===== src/ilst_pkg.sv =====
`timescale 1ns / 1ps
// Shared widths, request and status codes and the cell control type for the indexed list.
package ilst_pkg;

	localparam int FUNC_W  = 3;
	localparam int POS_W   = 7;
	localparam int VAL_W   = 32;
	localparam int STAT_W  = 2;
	localparam int COUNT_W = 7;

	// Number of cell match bits combined in one first-level OR group.
	localparam int GROUP = 32;

	localparam logic [FUNC_W-1:0] FN_ADD_FRONT = 3'd0;
	localparam logic [FUNC_W-1:0] FN_ADD_BACK  = 3'd1;
	localparam logic [FUNC_W-1:0] FN_ADD_AT    = 3'd2;
	localparam logic [FUNC_W-1:0] FN_REM_FRONT = 3'd3;
	localparam logic [FUNC_W-1:0] FN_REM_BACK  = 3'd4;
	localparam logic [FUNC_W-1:0] FN_REM_AT    = 3'd5;
	localparam logic [FUNC_W-1:0] FN_FIND      = 3'd6;

	localparam logic [STAT_W-1:0] ST_DONE  = 2'd0;
	localparam logic [STAT_W-1:0] ST_RANGE = 2'd1;
	localparam logic [STAT_W-1:0] ST_EMPTY = 2'd2;
	localparam logic [STAT_W-1:0] ST_FULL  = 2'd3;

	// Command broadcast to every cell for one request.
	typedef struct packed {
		logic ld;    // a request is accepted this cycle
		logic ins;   // insert: cells above the index take their lower neighbor
		logic rem;   // remove: cells at or above the index take their upper neighbor
		logic find;  // compare the stored entry with the request value
	} cell_op_t;

endpackage


===== src/ilst_cell.sv =====
`timescale 1ns / 1ps
// One list slot: holds an entry, shifts with its neighbors and compares for a find.
module ilst_cell
	import ilst_pkg::*;
#(
	parameter int IDX = 0,
	parameter int IW  = 6,
	parameter int CW  = 7
) (
	input  logic                    clk,
	input  logic                    arst_n,
	input  cell_op_t                op,
	input  logic [IW-1:0]           idx,
	input  logic [CW-1:0]           cnt,
	input  logic signed [VAL_W-1:0] value,
	input  logic signed [VAL_W-1:0] prev_entry,
	input  logic signed [VAL_W-1:0] next_entry,
	output logic signed [VAL_W-1:0] entry,
	output logic                    match
);

	localparam logic [IW-1:0] MY_IDX = IW'(IDX);
	localparam logic [CW-1:0] MY_POS = CW'(IDX);

	logic signed [VAL_W-1:0] entry_q;
	logic                    match_q;

	always_ff @(posedge clk) begin
		if (op.ins) begin
			if (MY_IDX > idx) begin
				entry_q <= prev_entry;
			end else if (MY_IDX == idx) begin
				entry_q <= value;
			end
		end else if (op.rem) begin
			if (MY_IDX >= idx) begin
				entry_q <= next_entry;
			end
		end
	end

	// The compare sees the contents before this request's own update, which is
	// irrelevant since a find never changes the list.
	always_ff @(posedge clk or negedge arst_n) begin
		if (!arst_n) begin
			match_q <= 1'b0;
		end else if (op.ld) begin
			match_q <= op.find && (MY_POS < cnt) && (entry_q == value);
		end
	end

	assign entry = entry_q;
	assign match = match_q;

endmodule


===== config.mk =====
export PLATFORM = sky130hd
export DESIGN_NAME = ilst_cell
export DESIGN_NICKNAME = d
export VERILOG_FILES = /design/src/ilst_pkg.sv /design/src/ilst_cell.sv
export SDC_FILE = /design/constraint.sdc
export NUM_CORES = 1
export LEC_CHECK = 0
export ABC_AREA = 0
export BUFFER_PORTS_ARGS = -buffer_cell sky130_fd_sc_hd__buf_2
export CAP_MARGIN = 20
export CELL_PAD_IN_SITES_DETAIL_PLACEMENT = 2
export CELL_PAD_IN_SITES_GLOBAL_PLACEMENT = 2
export CORE_UTILIZATION = 22
export CTS_BUF_LIST = sky130_fd_sc_hd__clkbuf_8
export CTS_CLUSTER_DIAMETER = 30
export CTS_CLUSTER_SIZE = 20
export DETAILED_ROUTE_END_ITERATION = 12
export GPL_TIMING_DRIVEN = 0
export PLACE_DENSITY = 0.86
export SLEW_MARGIN = 20
export SYNTH_ARGS = -nofsm -noshare
export SYNTH_HDL_FRONTEND = slang
export SYNTH_SLANG_ARGS = --single-unit

===== constraint.sdc =====
create_clock -name clk -period 1.64 [get_ports clk]
set_input_delay 0.246 -clock clk [delete_from_list [all_inputs] [get_ports clk]]
set_output_delay 0.246 -clock clk [all_outputs]
set_load 0.005 [all_outputs]

# Word-level counts from Yosys, hierarchy flattened
# Cells that the tools add are included.
dict set report word_totals {
  inputBits 115
  register_bits 33
  wordCells 18
}
dict set report classes {
  eq_ne 2
  order_cmp 3
  mux 5
  n_reduce_logical 6
}
# operator n
set op_table {}
lappend op_table {{$mux W32} 5}
lappend op_table {{$eq A32 B32 Y1} 1}
lappend op_table {{$lt A1 B7 Y1 const A} 1}
lappend op_table {{$ge A1 B6 Y1 const A} 1}
lappend op_table {{$gt A1 B6 Y1 const A} 1}
lappend op_table {{$logic_not A6 Y1} 1}
lappend op_table {{$reduce_bool A2 Y1} 2}
lappend op_table {{$ne A3 B1 Y1 const B} 1}
lappend op_table {{$reduce_and A3 Y1} 1}
lappend op_table {{$logic_and A1 B1 Y1} 2}

# Depth between registers and ports, before layout
# Gate-level depths: netlist (run 1).
dict set report logic_depth {
  depth_word 4
  ltp_mapped 4
  depth_no_buf 4
}

# Worst setup path before layout (run 1)
# Ideal clock, no wire load.
dict set report synth_path {
  path_kind {in2reg}
  start {in idx[2]}
  end {reg entry_q[0], in the netlist entry[0] (enable)}
  arrival_ps 3835
  path_buffers 0
  cell_stages 2
  slack_ps -2700
  cell_sequence {or4_1 > nor4_1}
}
dict set report synth_between {
  elab_chain_cells 3
  elab_cells_between_ends 6
  classes_between {order compare (2); eq/ne (1); reduce/logical (3)}
}
# element line
set synth_lines {}
lappend synth_lines {{start, declared} ilst_cell.sv:13} ;# input logic [IW-1:0] idx,
lappend synth_lines {{$gt A1 B6 Y1, or another cell as far along} ilst_cell.sv:30} ;# if (MY_IDX > idx) begin
lappend synth_lines {{$ne A3 B1 Y1 (no line) or $reduce_bool A2 Y1 (tied branches)} n/a}
lappend synth_lines {{$reduce_and A3 Y1 (no line) *} n/a}
lappend synth_lines {{end signal, assigned} ilst_cell.sv:31} ;# entry_q <= prev_entry;
lappend synth_lines {{end signal, assigned} ilst_cell.sv:33} ;# entry_q <= value;
lappend synth_lines {{end signal, assigned} ilst_cell.sv:37} ;# entry_q <= next_entry;
lappend synth_lines {{end, declared} ilst_cell.sv:25} ;# logic signed [VAL_W-1:0] entry_q;
# Mark *: on every way between the ends. The rest lies on a longest branch, timed or not.
# A chain may end at the register's enable or synchronous reset.

# Final worst setup path (run 1)
dict set report layout_path {
  start {in idx[2]}
  end {reg entry_q[25], in the netlist entry[25] (enable)}
}
# Same word-level chain as after synthesis.

==> results of run 1 <==
## worst min-delay path by stage
stage | to | slack, ns | depth (start not counted)
after global routing | entry[8]$_DFFE_PP_ | 0.25 | 2
final | match$_DFFE_PN0P_ | 0.26 | 2
after floorplan | match$_DFFE_PN0P_ | -0.05 | 0
after global placement | match$_DFFE_PN0P_ | 0.02 | 1
after CTS | match$_DFFE_PN0P_ | 0.25 | 2
after detailed placement | match$_DFFE_PN0P_ | 0.02 | 1
## timing repair
item | 4_1_cts | 5_1_grt
hold buffers | 1 | 0
setup buffers | 2 | 0
resized for setup | 0 | 1
hold endpoints to repair | 1 | 0
endpoints found under the setup margin | 21 | 1
pin swaps | 1 | 0
## area by class of cell
type	instances	area [um2]	share of cell area
buffer	4	20.0	0.00756
multi-input combinational	83	800	0.302
sequential	33	986	0.372
clock buffer	6	82.6	0.0312
clock inverter	2	7.51	0.00283
timing repair buffer	120	626	0.236
tap	102	128	0.0482
## critical path: cells and delay by family
family	cells	cell delay, ns
buffers and inverters	3	0.46
AND/OR/NAND/NOR	2	0.81
## cell usage in the layout, fill, tap and decap left out
cell type      netlist  final
buf_6                0      2
xnor2_1              5      5
o31ai_2              1      1
dlygate4sd3_1        0      1
buf_4                0      3
buf_2                4    118
or4_4                0      1
mux2_2              32     32
nor2_1               1      1
nor4_4               0      1
nand3_1              2      2
nand4_1              2      2
dfrtp_1              1      1
edfxtp_1            32     32
inv_1                0      2
clkbuf_8             0      6
xor2_1              27     27
nor3_1               2      2
a211o_1              1      1
nand2b_1             1      1
nor4_1               6      4
nor4_2               2      3
## cell families after synthesis
| group | share of synthesized area |
|---|---|
| DFF | 0.554 |
| xor gates and xnor gates | 0.157 |
| muxes | 0.202 |
| and+or+nand+nor | 0.0632 |
| buffers and inverters | 0.0112 |
| AOI/OAI and AO/OA | 0.0119 |
## through the flow
stage | setup slack (ns) | hold WS, ns | cell area [um2] | util | total power (uW)
CTS | 0.0994 | 0.248 | 2640 | 0.340 | 1880
global route | 0.0736 | 0.255 | 2650 | 0.341 | 1940
floorplan | -0.609 | -0.0496 | 1800 | - | 1090
global placement | -1.40 | 0.0212 | 2500 | 0.322 | 1220
detailed placement | -0.403 | 0.0242 | 2530 | 0.325 | 1240
finish | 0.104 | 0.259 | 2650 | 0.341 | 1850
## routing by layer
metal  wire, um  up-vias  GRT usage
met5          0        -          0
met4         61        0     0.0365
met3        378        7     0.0398
met2       3010       66      0.254
met1       2110      693      0.138
li1           -      707          -
## power groups by stage
stage / Clock, uW / Combinational [uW] / Sequential [uW]
finish: 628 / 273 / 944
global route: 696 / 300 / 944
CTS: 661 / 279 / 944
detailed placement: 0 / 275 / 963
global placement: 0 / 261 / 962
floorplan: 0 / 123 / 963
## state kept, by name, summed over array words and instances (netlist names)
| name | flops |
|---|---|
| entry | 32 |
| match | 1 |
==> flow_summary.json, run 1 <==
{
  "hold_viol": 0,
  "cts_tree": "built",
  "synthesis.nets": 235,
  "tightest_slew_ns": 0.312,
  "synth_commonest_cells": "32 x edfxtp_1, 32 x mux2_2, 27 x xor2_1",
  "period_needed_ns": 1.54,
  "final.setup.tns_ns": 0,
  "clk_pin_slew_ns": 0.07,
  "crit_path_end_kind": "flip-flop",
  "setup_viol": 0,
  "design.die.area_um2": 8460,
  "core.rowCount": 32,
  "fmax_mhz": 651,
  "cts.sinks": 33,
  "fillers": 858,
  "gp_congestion": 0.647,
  "slowest_delay_ns": 0.54,
  "cp.required_ns": 1.62,
  "h-tree-depth": 2,
  "power.share.combinational": 0.148,
  "drtPass1Iterations": 4,
  "ys_seq_area_frac": 0.554,
  "io-pin-count": 148,
  "critPathLaunchType": "input pin",
  "drt_wl_total_um": 5560,
  "start_util": 0.229,
  "fin_crit_sh": 0.936,
  "finalClockSkew_ns": 0.00337,
  "r2r-start": "entry[1]$_DFFE_PP_",
  "drv_cap": 0,
  "p_leak_uw": 0.00113,
  "critPathLaunch": "idx[2]",
  "drive_gt1_frac": 0.673,
  "syn_area_um2": 1780,
  "rsz0062_at_grt": "false",
  "cp-endpoint": "entry[25]$_DFFE_PP_",
  "worstPathArrival_ns": 1.52,
  "portBuffers": 114,
  "area_growth_pct": 48.8,
  "synth_edf_count": 32,
  "yosysTopAreaCell": "edfxtp_1",
  "hpwl_um": 4680,
  "synth-main-ff-cell": "edfxtp_1",
  "switching_share": 0.225,
  "wire_per_inst_um": 15.9,
  "first_global_vias": 1704,
  "ys_seq_elements": 33,
  "max-slew-margin-rel": 0.790,
  "switching_power_uw": 415,
  "cts_buffers": 5,
  "path_common_cell": "buf_4",
  "nets": 362,
  "reg2regPathDepth": 4,
  "post-route-drc-count": 0,
  "netlist.area_leader.share": 0.540,
  "synth_warnings": 0,
  "status": "complete, no violations",
  "root_buffer": "clkbuf_8",
  "worstPathMaxFanout": 11,
  "path_cells": "buf_2, or4_4, nor4_4, buf_4, buf_4",
  "synth_area_leaders": "edfxtp_1 54%, mux2_2 20%, xor2_1 13%",
  "vias": 1473,
  "intPower_uw": 1430,
  "drt-vias-per-instance": 4.21,
  "dp.cells": 339,
  "ys_types": 16,
  "cp_slowest_cell": "or4_4",
  "grt_max_degree": 12,
  "track_usage": 0.133,
  "seq_power_share": 0.512,
  "regToRegSetupSlack_ns": 0.21,
  "worstSetupPathType": "in -> reg",
  "synthCells": 120,
  "drv_slew": 0,
  "clockBufferDepth": 2,
  "final_antenna_net_count": 0,
  "r2r_end": "match$_DFFE_PN0P_",
  "hold_class": "in -> async",
  "async_flop_share": 0.0303,
  "grt_pass1_wl_um": 8490,
  "ir_drop_v": 0.000431,
  "dieHeight_um": 92.0,
  "clockPowerShare": 0.340,
  "die_w_um": 92.0,
  "drt_iter0_drc": 33,
  "postSynthAreaPerCell_um2": 14.8,
  "fin_cells": 350,
  "insertion_delay_ns": 0.28,
  "antenna_found_initial": 0,
  "grt_overflow": 0,
  "antenna_cells": 0,
  "core_um2": 7770,
  "p_per_area_nw_per_um2": 697
}
No activity file was read; power rests on OpenSTA's default activity.
==> inputs of run 2 (changes only) <==
--- a/config.mk
+++ b/config.mk
@@ -8,15 +8,14 @@
 export ABC_AREA = 0
 export BUFFER_PORTS_ARGS = -buffer_cell sky130_fd_sc_hd__buf_2
 export CAP_MARGIN = 20
-export CELL_PAD_IN_SITES_DETAIL_PLACEMENT = 2
-export CELL_PAD_IN_SITES_GLOBAL_PLACEMENT = 2
-export CORE_UTILIZATION = 22
-export CTS_BUF_LIST = sky130_fd_sc_hd__clkbuf_8
+export CORE_ASPECT_RATIO = 0.8
+export CORE_UTILIZATION = 25
+export CTS_BUF_LIST = sky130_fd_sc_hd__clkbuf_16
 export CTS_CLUSTER_DIAMETER = 30
 export CTS_CLUSTER_SIZE = 20
 export DETAILED_ROUTE_END_ITERATION = 12
 export GPL_TIMING_DRIVEN = 0
-export PLACE_DENSITY = 0.86
+export PLACE_DENSITY = 0.62
 export SLEW_MARGIN = 20
 export SYNTH_ARGS = -nofsm -noshare
 export SYNTH_HDL_FRONTEND = slang
==> run 2 against run 1 <==
  * Global-route usage is 0.53 points higher
  * Clock power increased by 69%
  * Core utilization grew 5.9 points
  * Die area shrank 12%
  * Count of clock-buffer cells in the layout down 1
  * Cell count down 3.4%
  * Largest cell class unchanged
==> flow_summary.json, run 2 (synthesis gave the netlist of run 1 again) <==
{
  "status": "complete, no violations",
  "dieHeight_um": 77.5,
  "max-slew-margin-rel": 0.700,
  "wl_met3_um": 248,
  "fillers": 688,
  "io-pin-count": 148,
  "final_antenna_net_count": 0,
  "start_util": 0.258,
  "tightest_slew_ns": 0.446,
  "root_buffer": "clkbuf_16",
  "wl_met2_um": 2560,
  "drv_slew": 0,
  "clk_pin_slew_ns": 0.06,
  "portBuffers": 114,
  "nets": 365,
  "dr.max_layer_used": "met4",
  "wire_per_inst_um": 14.8,
  "grt_pass1_wl_um": 7580,
  "period_needed_ns": 1.59,
  "rsz0062_at_grt": "true",
  "insertion_delay_ns": 0.28,
  "core_um2": 6890,
  "area_growth_pct": 55.0,
  "cts_tree": "built",
  "drive_gt1_frac": 0.677,
  "hold_class": "in -> reg",
  "drt_wl_total_um": 4990,
  "power_uw": 2280,
  "fin_crit_sh": 0.972,
  "worstSetupPathType": "in -> reg",
  "hpwl_um": 4020,
  "cts_buffers": 5,
  "grt_max_degree": 12,
  "utilization": 0.400,
  "h-tree-depth": 2,
  "first_global_vias": 1500,
  "largest_register_ffs": 32,
  "cts.sinks": 33,
  "ir_drop_v": 0.000450,
  "drt_iter0_drc": 22,
  "cp_slowest_cell": "or4_4",
  "clockBufferDepth": 2,
  "fmax_mhz": 627,
  "worstPathArrival_ns": 1.59,
  "fin_cells": 338,
  "slowest_delay_ns": 0.54,
  "design.die.area_um2": 7470,
  "antenna_found_initial": 0,
  "dp.cells": 324,
  "whs_ns": 0.264,
  "mostFrequentLayoutCells": "117 x buf_2, 32 x mux2_2, 32 x edfxtp_1, 27 x xor2_1, 6 x clkbuf_16",
  "path_common_cell": "buf_6",
  "wl_met1_um": 2120,
  "p_per_area_nw_per_um2": 825,
  "setup_viol": 0,
  "grt_overflow": 0,
  "post-route-drc-count": 0,
  "die_w_um": 96.4,
  "cp.required_ns": 1.64,
  "gp_congestion": 0.765,
  "worstPathMaxFanout": 6,
  "drv_cap": 0,
  "antenna_cells": 0,
  "crit_path_end_kind": "flip-flop",
  "finalClockSkew_ns": 0.00680,
  "core.rowCount": 27,
  "drtPass1Iterations": 4,
  "critPathLaunchType": "input pin",
  "path_cells": "buf_6, or4_4, nor4_4, buf_6, clkbuf_16",
  "vias": 1471,
  "track_usage": 0.138,
  "p_leak_uw": 0.00118,
  "hold_viol": 0,
  "final_common_cell": "buf_2",
  "drt-vias-per-instance": 4.35
}
## run 2: where the power goes
group          internal [uW]  total (uW)  switching (uW)
Combinational            164         271             107
Sequential               940         945            4.62
Clock                    711        1060             349
Total                   1810        2280             461
## run 2: final cells by class
| type | instances | area (um2) | area share |
|---|---|---|---|
| sequential | 33 | 986 | 0.357 |
| multi-input combinational | 83 | 793 | 0.288 |
| timing repair buffer | 123 | 684 | 0.248 |
| clock buffer | 5 | 125 | 0.0454 |
| tap | 87 | 109 | 0.0395 |
| clock inverter | 3 | 41.3 | 0.0150 |
| buffer | 4 | 20.0 | 0.00726 |
## run 2: timing repair
item	4_1_cts	5_1_grt
pin swaps	1	2
setup endpoints to repair	26	11
cloned	0	1
resized for setup	0	3
hold buffers	1	0
endpoints found under the hold margin	1	0
setup buffers	2	2
## run 2: metal layers
metal | track usage | vias up
met5 | 0 | -
met4 | 0.0485 | 0
met3 | 0.0284 | 4
met2 | 0.245 | 46
met1 | 0.163 | 707
li1 | - | 714
## run 2: worst paths after layout
kind / start / endpoint / slack (ns) / depth (start not counted)
max: idx[5] / entry[16]$_DFFE_PP_ / 0.05 / 5
min: op[3] / match$_DFFE_PN0P_ / 0.26 / 3
max reg2reg: entry[27]$_DFFE_PP_ / match$_DFFE_PN0P_ / 0.19 / 4
min reg2reg: match$_DFFE_PN0P_ / match$_DFFE_PN0P_ / 0.51 / 2
max in group asynchronous: arst_n / match$_DFFE_PN0P_ / 1.27 / 2
min in group asynchronous: arst_n / match$_DFFE_PN0P_ / 0.28 / 2
## run 2: critical path: cells and delay by family
family	cells	cell delay, ns
and+or+nand+nor	2	0.92
buffers and inverters	3	0.43
## run 2: through the flow
step                      setup TNS, ns  worst slack [ns]  area [um2]
after global routing             -0.152           -0.0205        2760
after floorplan                  -19.49            -0.609        1800
final                                 0            0.0462        2760
after global placement           -44.29             -1.39        2480
after CTS                             0            0.0277        2700
after detailed placement         -12.63            -0.550        2510
==> inputs of run 3 (changes only) <==
--- a/config.mk
+++ b/config.mk
@@ -6,7 +6,7 @@
 export NUM_CORES = 1
 export LEC_CHECK = 0
 export ABC_AREA = 0
-export BUFFER_PORTS_ARGS = -buffer_cell sky130_fd_sc_hd__buf_2
+export BUFFER_PORTS_ARGS = -buffer_cell sky130_fd_sc_hd__buf_4
 export CAP_MARGIN = 20
 export CORE_ASPECT_RATIO = 0.8
 export CORE_UTILIZATION = 25
==> run 3 against run 2 <==
  * Sequential power hardly changed
  * Die area stayed put
  * Largest power group is now registers
  * Cell count is 1.2% lower
  * Hold slack worse by 0.0032 ns
  * Design area is 7.2% higher
  * Wire length is 0.24% higher
  * Non-clock buffer count is 4 lower
==> flow_summary.json, run 3 (synthesis gave the netlist of run 1 again) <==
{
  "placed_area_um2": 2800,
  "post-route-drc-count": 0,
  "period_needed_ns": 1.58,
  "drt_iter0_drc": 17,
  "cts_resized": 0,
  "ir_drop_v": 0.000462,
  "cts.sinks": 33,
  "insertion_delay_ns": 0.27,
  "io-pin-count": 148,
  "first_global_vias": 1464,
  "vias": 1443,
  "switching_power_uw": 456,
  "worstPathMaxFanout": 10,
  "antenna_found_initial": 0,
  "reg2regPathDepth": 4,
  "r2r_end": "match$_DFFE_PN0P_",
  "drive_gt1_frac": 0.676,
  "drv_slew": 0,
  "hold_class": "in -> reg",
  "whs_ns": 0.261,
  "stdcell_area_um2": 2960,
  "cp-endpoint": "entry[12]$_DFFE_PP_",
  "fmax_mhz": 635,
  "wire_per_inst_um": 15.0,
  "largest_register_ffs": 32,
  "drt_wl_total_um": 5000,
  "status": "complete, no violations",
  "core_um2": 6890,
  "clockPowerShare": 0.415,
  "final_antenna_net_count": 0,
  "nets": 361,
  "grt_pass1_wl_um": 7420,
  "dieHeight_um": 77.5,
  "drv_cap": 0,
  "intPower_uw": 1710,
  "fin_crit_sh": 0.961,
  "finalClockSkew_ns": 0.00306,
  "power_uw": 2170,
  "cp.required_ns": 1.62,
  "drt-vias-per-instance": 4.32,
  "mostFrequentLayoutCells": "115 x buf_4, 32 x mux2_2, 32 x edfxtp_1, 27 x xor2_1",
  "track_usage": 0.135,
  "h-tree-depth": 2,
  "setup_ws_ns": 0.0644,
  "crit_path_end_kind": "flip-flop",
  "cts_tree": "built",
  "portBuffers": 114,
  "final_common_cell": "buf_4",
  "regToRegSetupSlack_ns": 0.17,
  "rsz0062_at_grt": "false",
  "area_growth_pct": 66.1,
  "start_util": 0.258,
  "hold_viol": 0,
  "hpwl_um": 4040,
  "antenna_cells": 0,
  "cts_buffers": 5,
  "tightest_slew_ns": 0.454,
  "switching_share": 0.210,
  "max-slew-margin-rel": 0.694,
  "grt_max_degree": 12,
  "worstSetupPathType": "in -> reg",
  "worstPathArrival_ns": 1.55,
  "seq_power_share": 0.436,
  "clockBufferDepth": 2,
  "grt_overflow": 0,
  "dp_worst_setup_slack_ns": -0.551,
  "root_buffer": "clkbuf_16",
  "die_w_um": 96.4,
  "drtPass1Iterations": 4,
  "core.rowCount": 27,
  "design.die.area_um2": 7470,
  "clk_pin_slew_ns": 0.05,
  "p_per_area_nw_per_um2": 733,
  "power.share.combinational": 0.149,
  "r2r-start": "entry[1]$_DFFE_PP_",
  "setup_viol": 0,
  "critPathLaunch": "idx[2]",
  "critPathLaunchType": "input pin",
  "gp_congestion": 0.746,
  "p_leak_uw": 0.00123
}
## run 3: cell count changes in the layout (fill, tap and decap cells not counted), sizes merged
cell    delta
buf        -3
bufinv     -1
clkbuf     -1
clkinv     +1
## run 3: final cells by class
class,count,area (um2)
Multi-Input combinational cell,83,793
Clock inverter,3,17.5
Fill cell,678,3930
Buffer,4,20.0
Sequential cell,33,986
Clock buffer,5,125
Tap cell,87,109
Timing Repair Buffer,119,907
## run 3: power groups by stage
stage | Combinational (uW) | Sequential [uW] | Clock [uW]
after floorplan | 123 | 963 | 0
after global placement | 319 | 963 | 0
after detailed placement | 325 | 963 | 0
after CTS | 329 | 945 | 932
after global routing | 353 | 945 | 978
final | 323 | 945 | 901
## run 3: critical path, stage by stage
cell    delay, ns
buf_4        0.11
or4_4        0.53
nor4_4       0.28
buf_6        0.21
buf_6        0.17
## run 3: how the worst min path moves through the flow
stage | start | endpoint | slack [ns] | depth (start not counted)
floorplan | arst_n | match$_DFFE_PN0P_ | -0.05 | 0
global placement | arst_n | match$_DFFE_PN0P_ | 0.02 | 1
detailed placement | arst_n | match$_DFFE_PN0P_ | 0.02 | 1
CTS | op[3] | match$_DFFE_PN0P_ | 0.25 | 3
global route | next_entry[16] | entry[16]$_DFFE_PP_ | 0.26 | 2
finish | op[3] | match$_DFFE_PN0P_ | 0.26 | 3
## run 3: metal layers
metal / vias up / GRT usage / share of wire
li1: 706 / - / -
met1: 687 / 0.162 / 0.42
met2: 44 / 0.237 / 0.51
met3: 6 / 0.0304 / 0.051
met4: 0 / 0.0412 / 0.015
met5: - / 0 / 0
## run 3: stage by stage
step | cells | util | setup TNS [ns]
6_report | 334 | 0.429 | 0
5_1_grt | 334 | 0.429 | 0
4_1_cts | 334 | 0.429 | 0
3_5_place_dp | 324 | 0.406 | -12.49
3_3_place_gp | 321 | 0.401 | -43.35
2_1_floorplan | 120 | - | -19.49
## run 3: repair_timing
action	CTS	global route
hold endpoints to repair	1	0
setup buffers	1	0
hold buffers	1	0
setup endpoints to repair	26	0
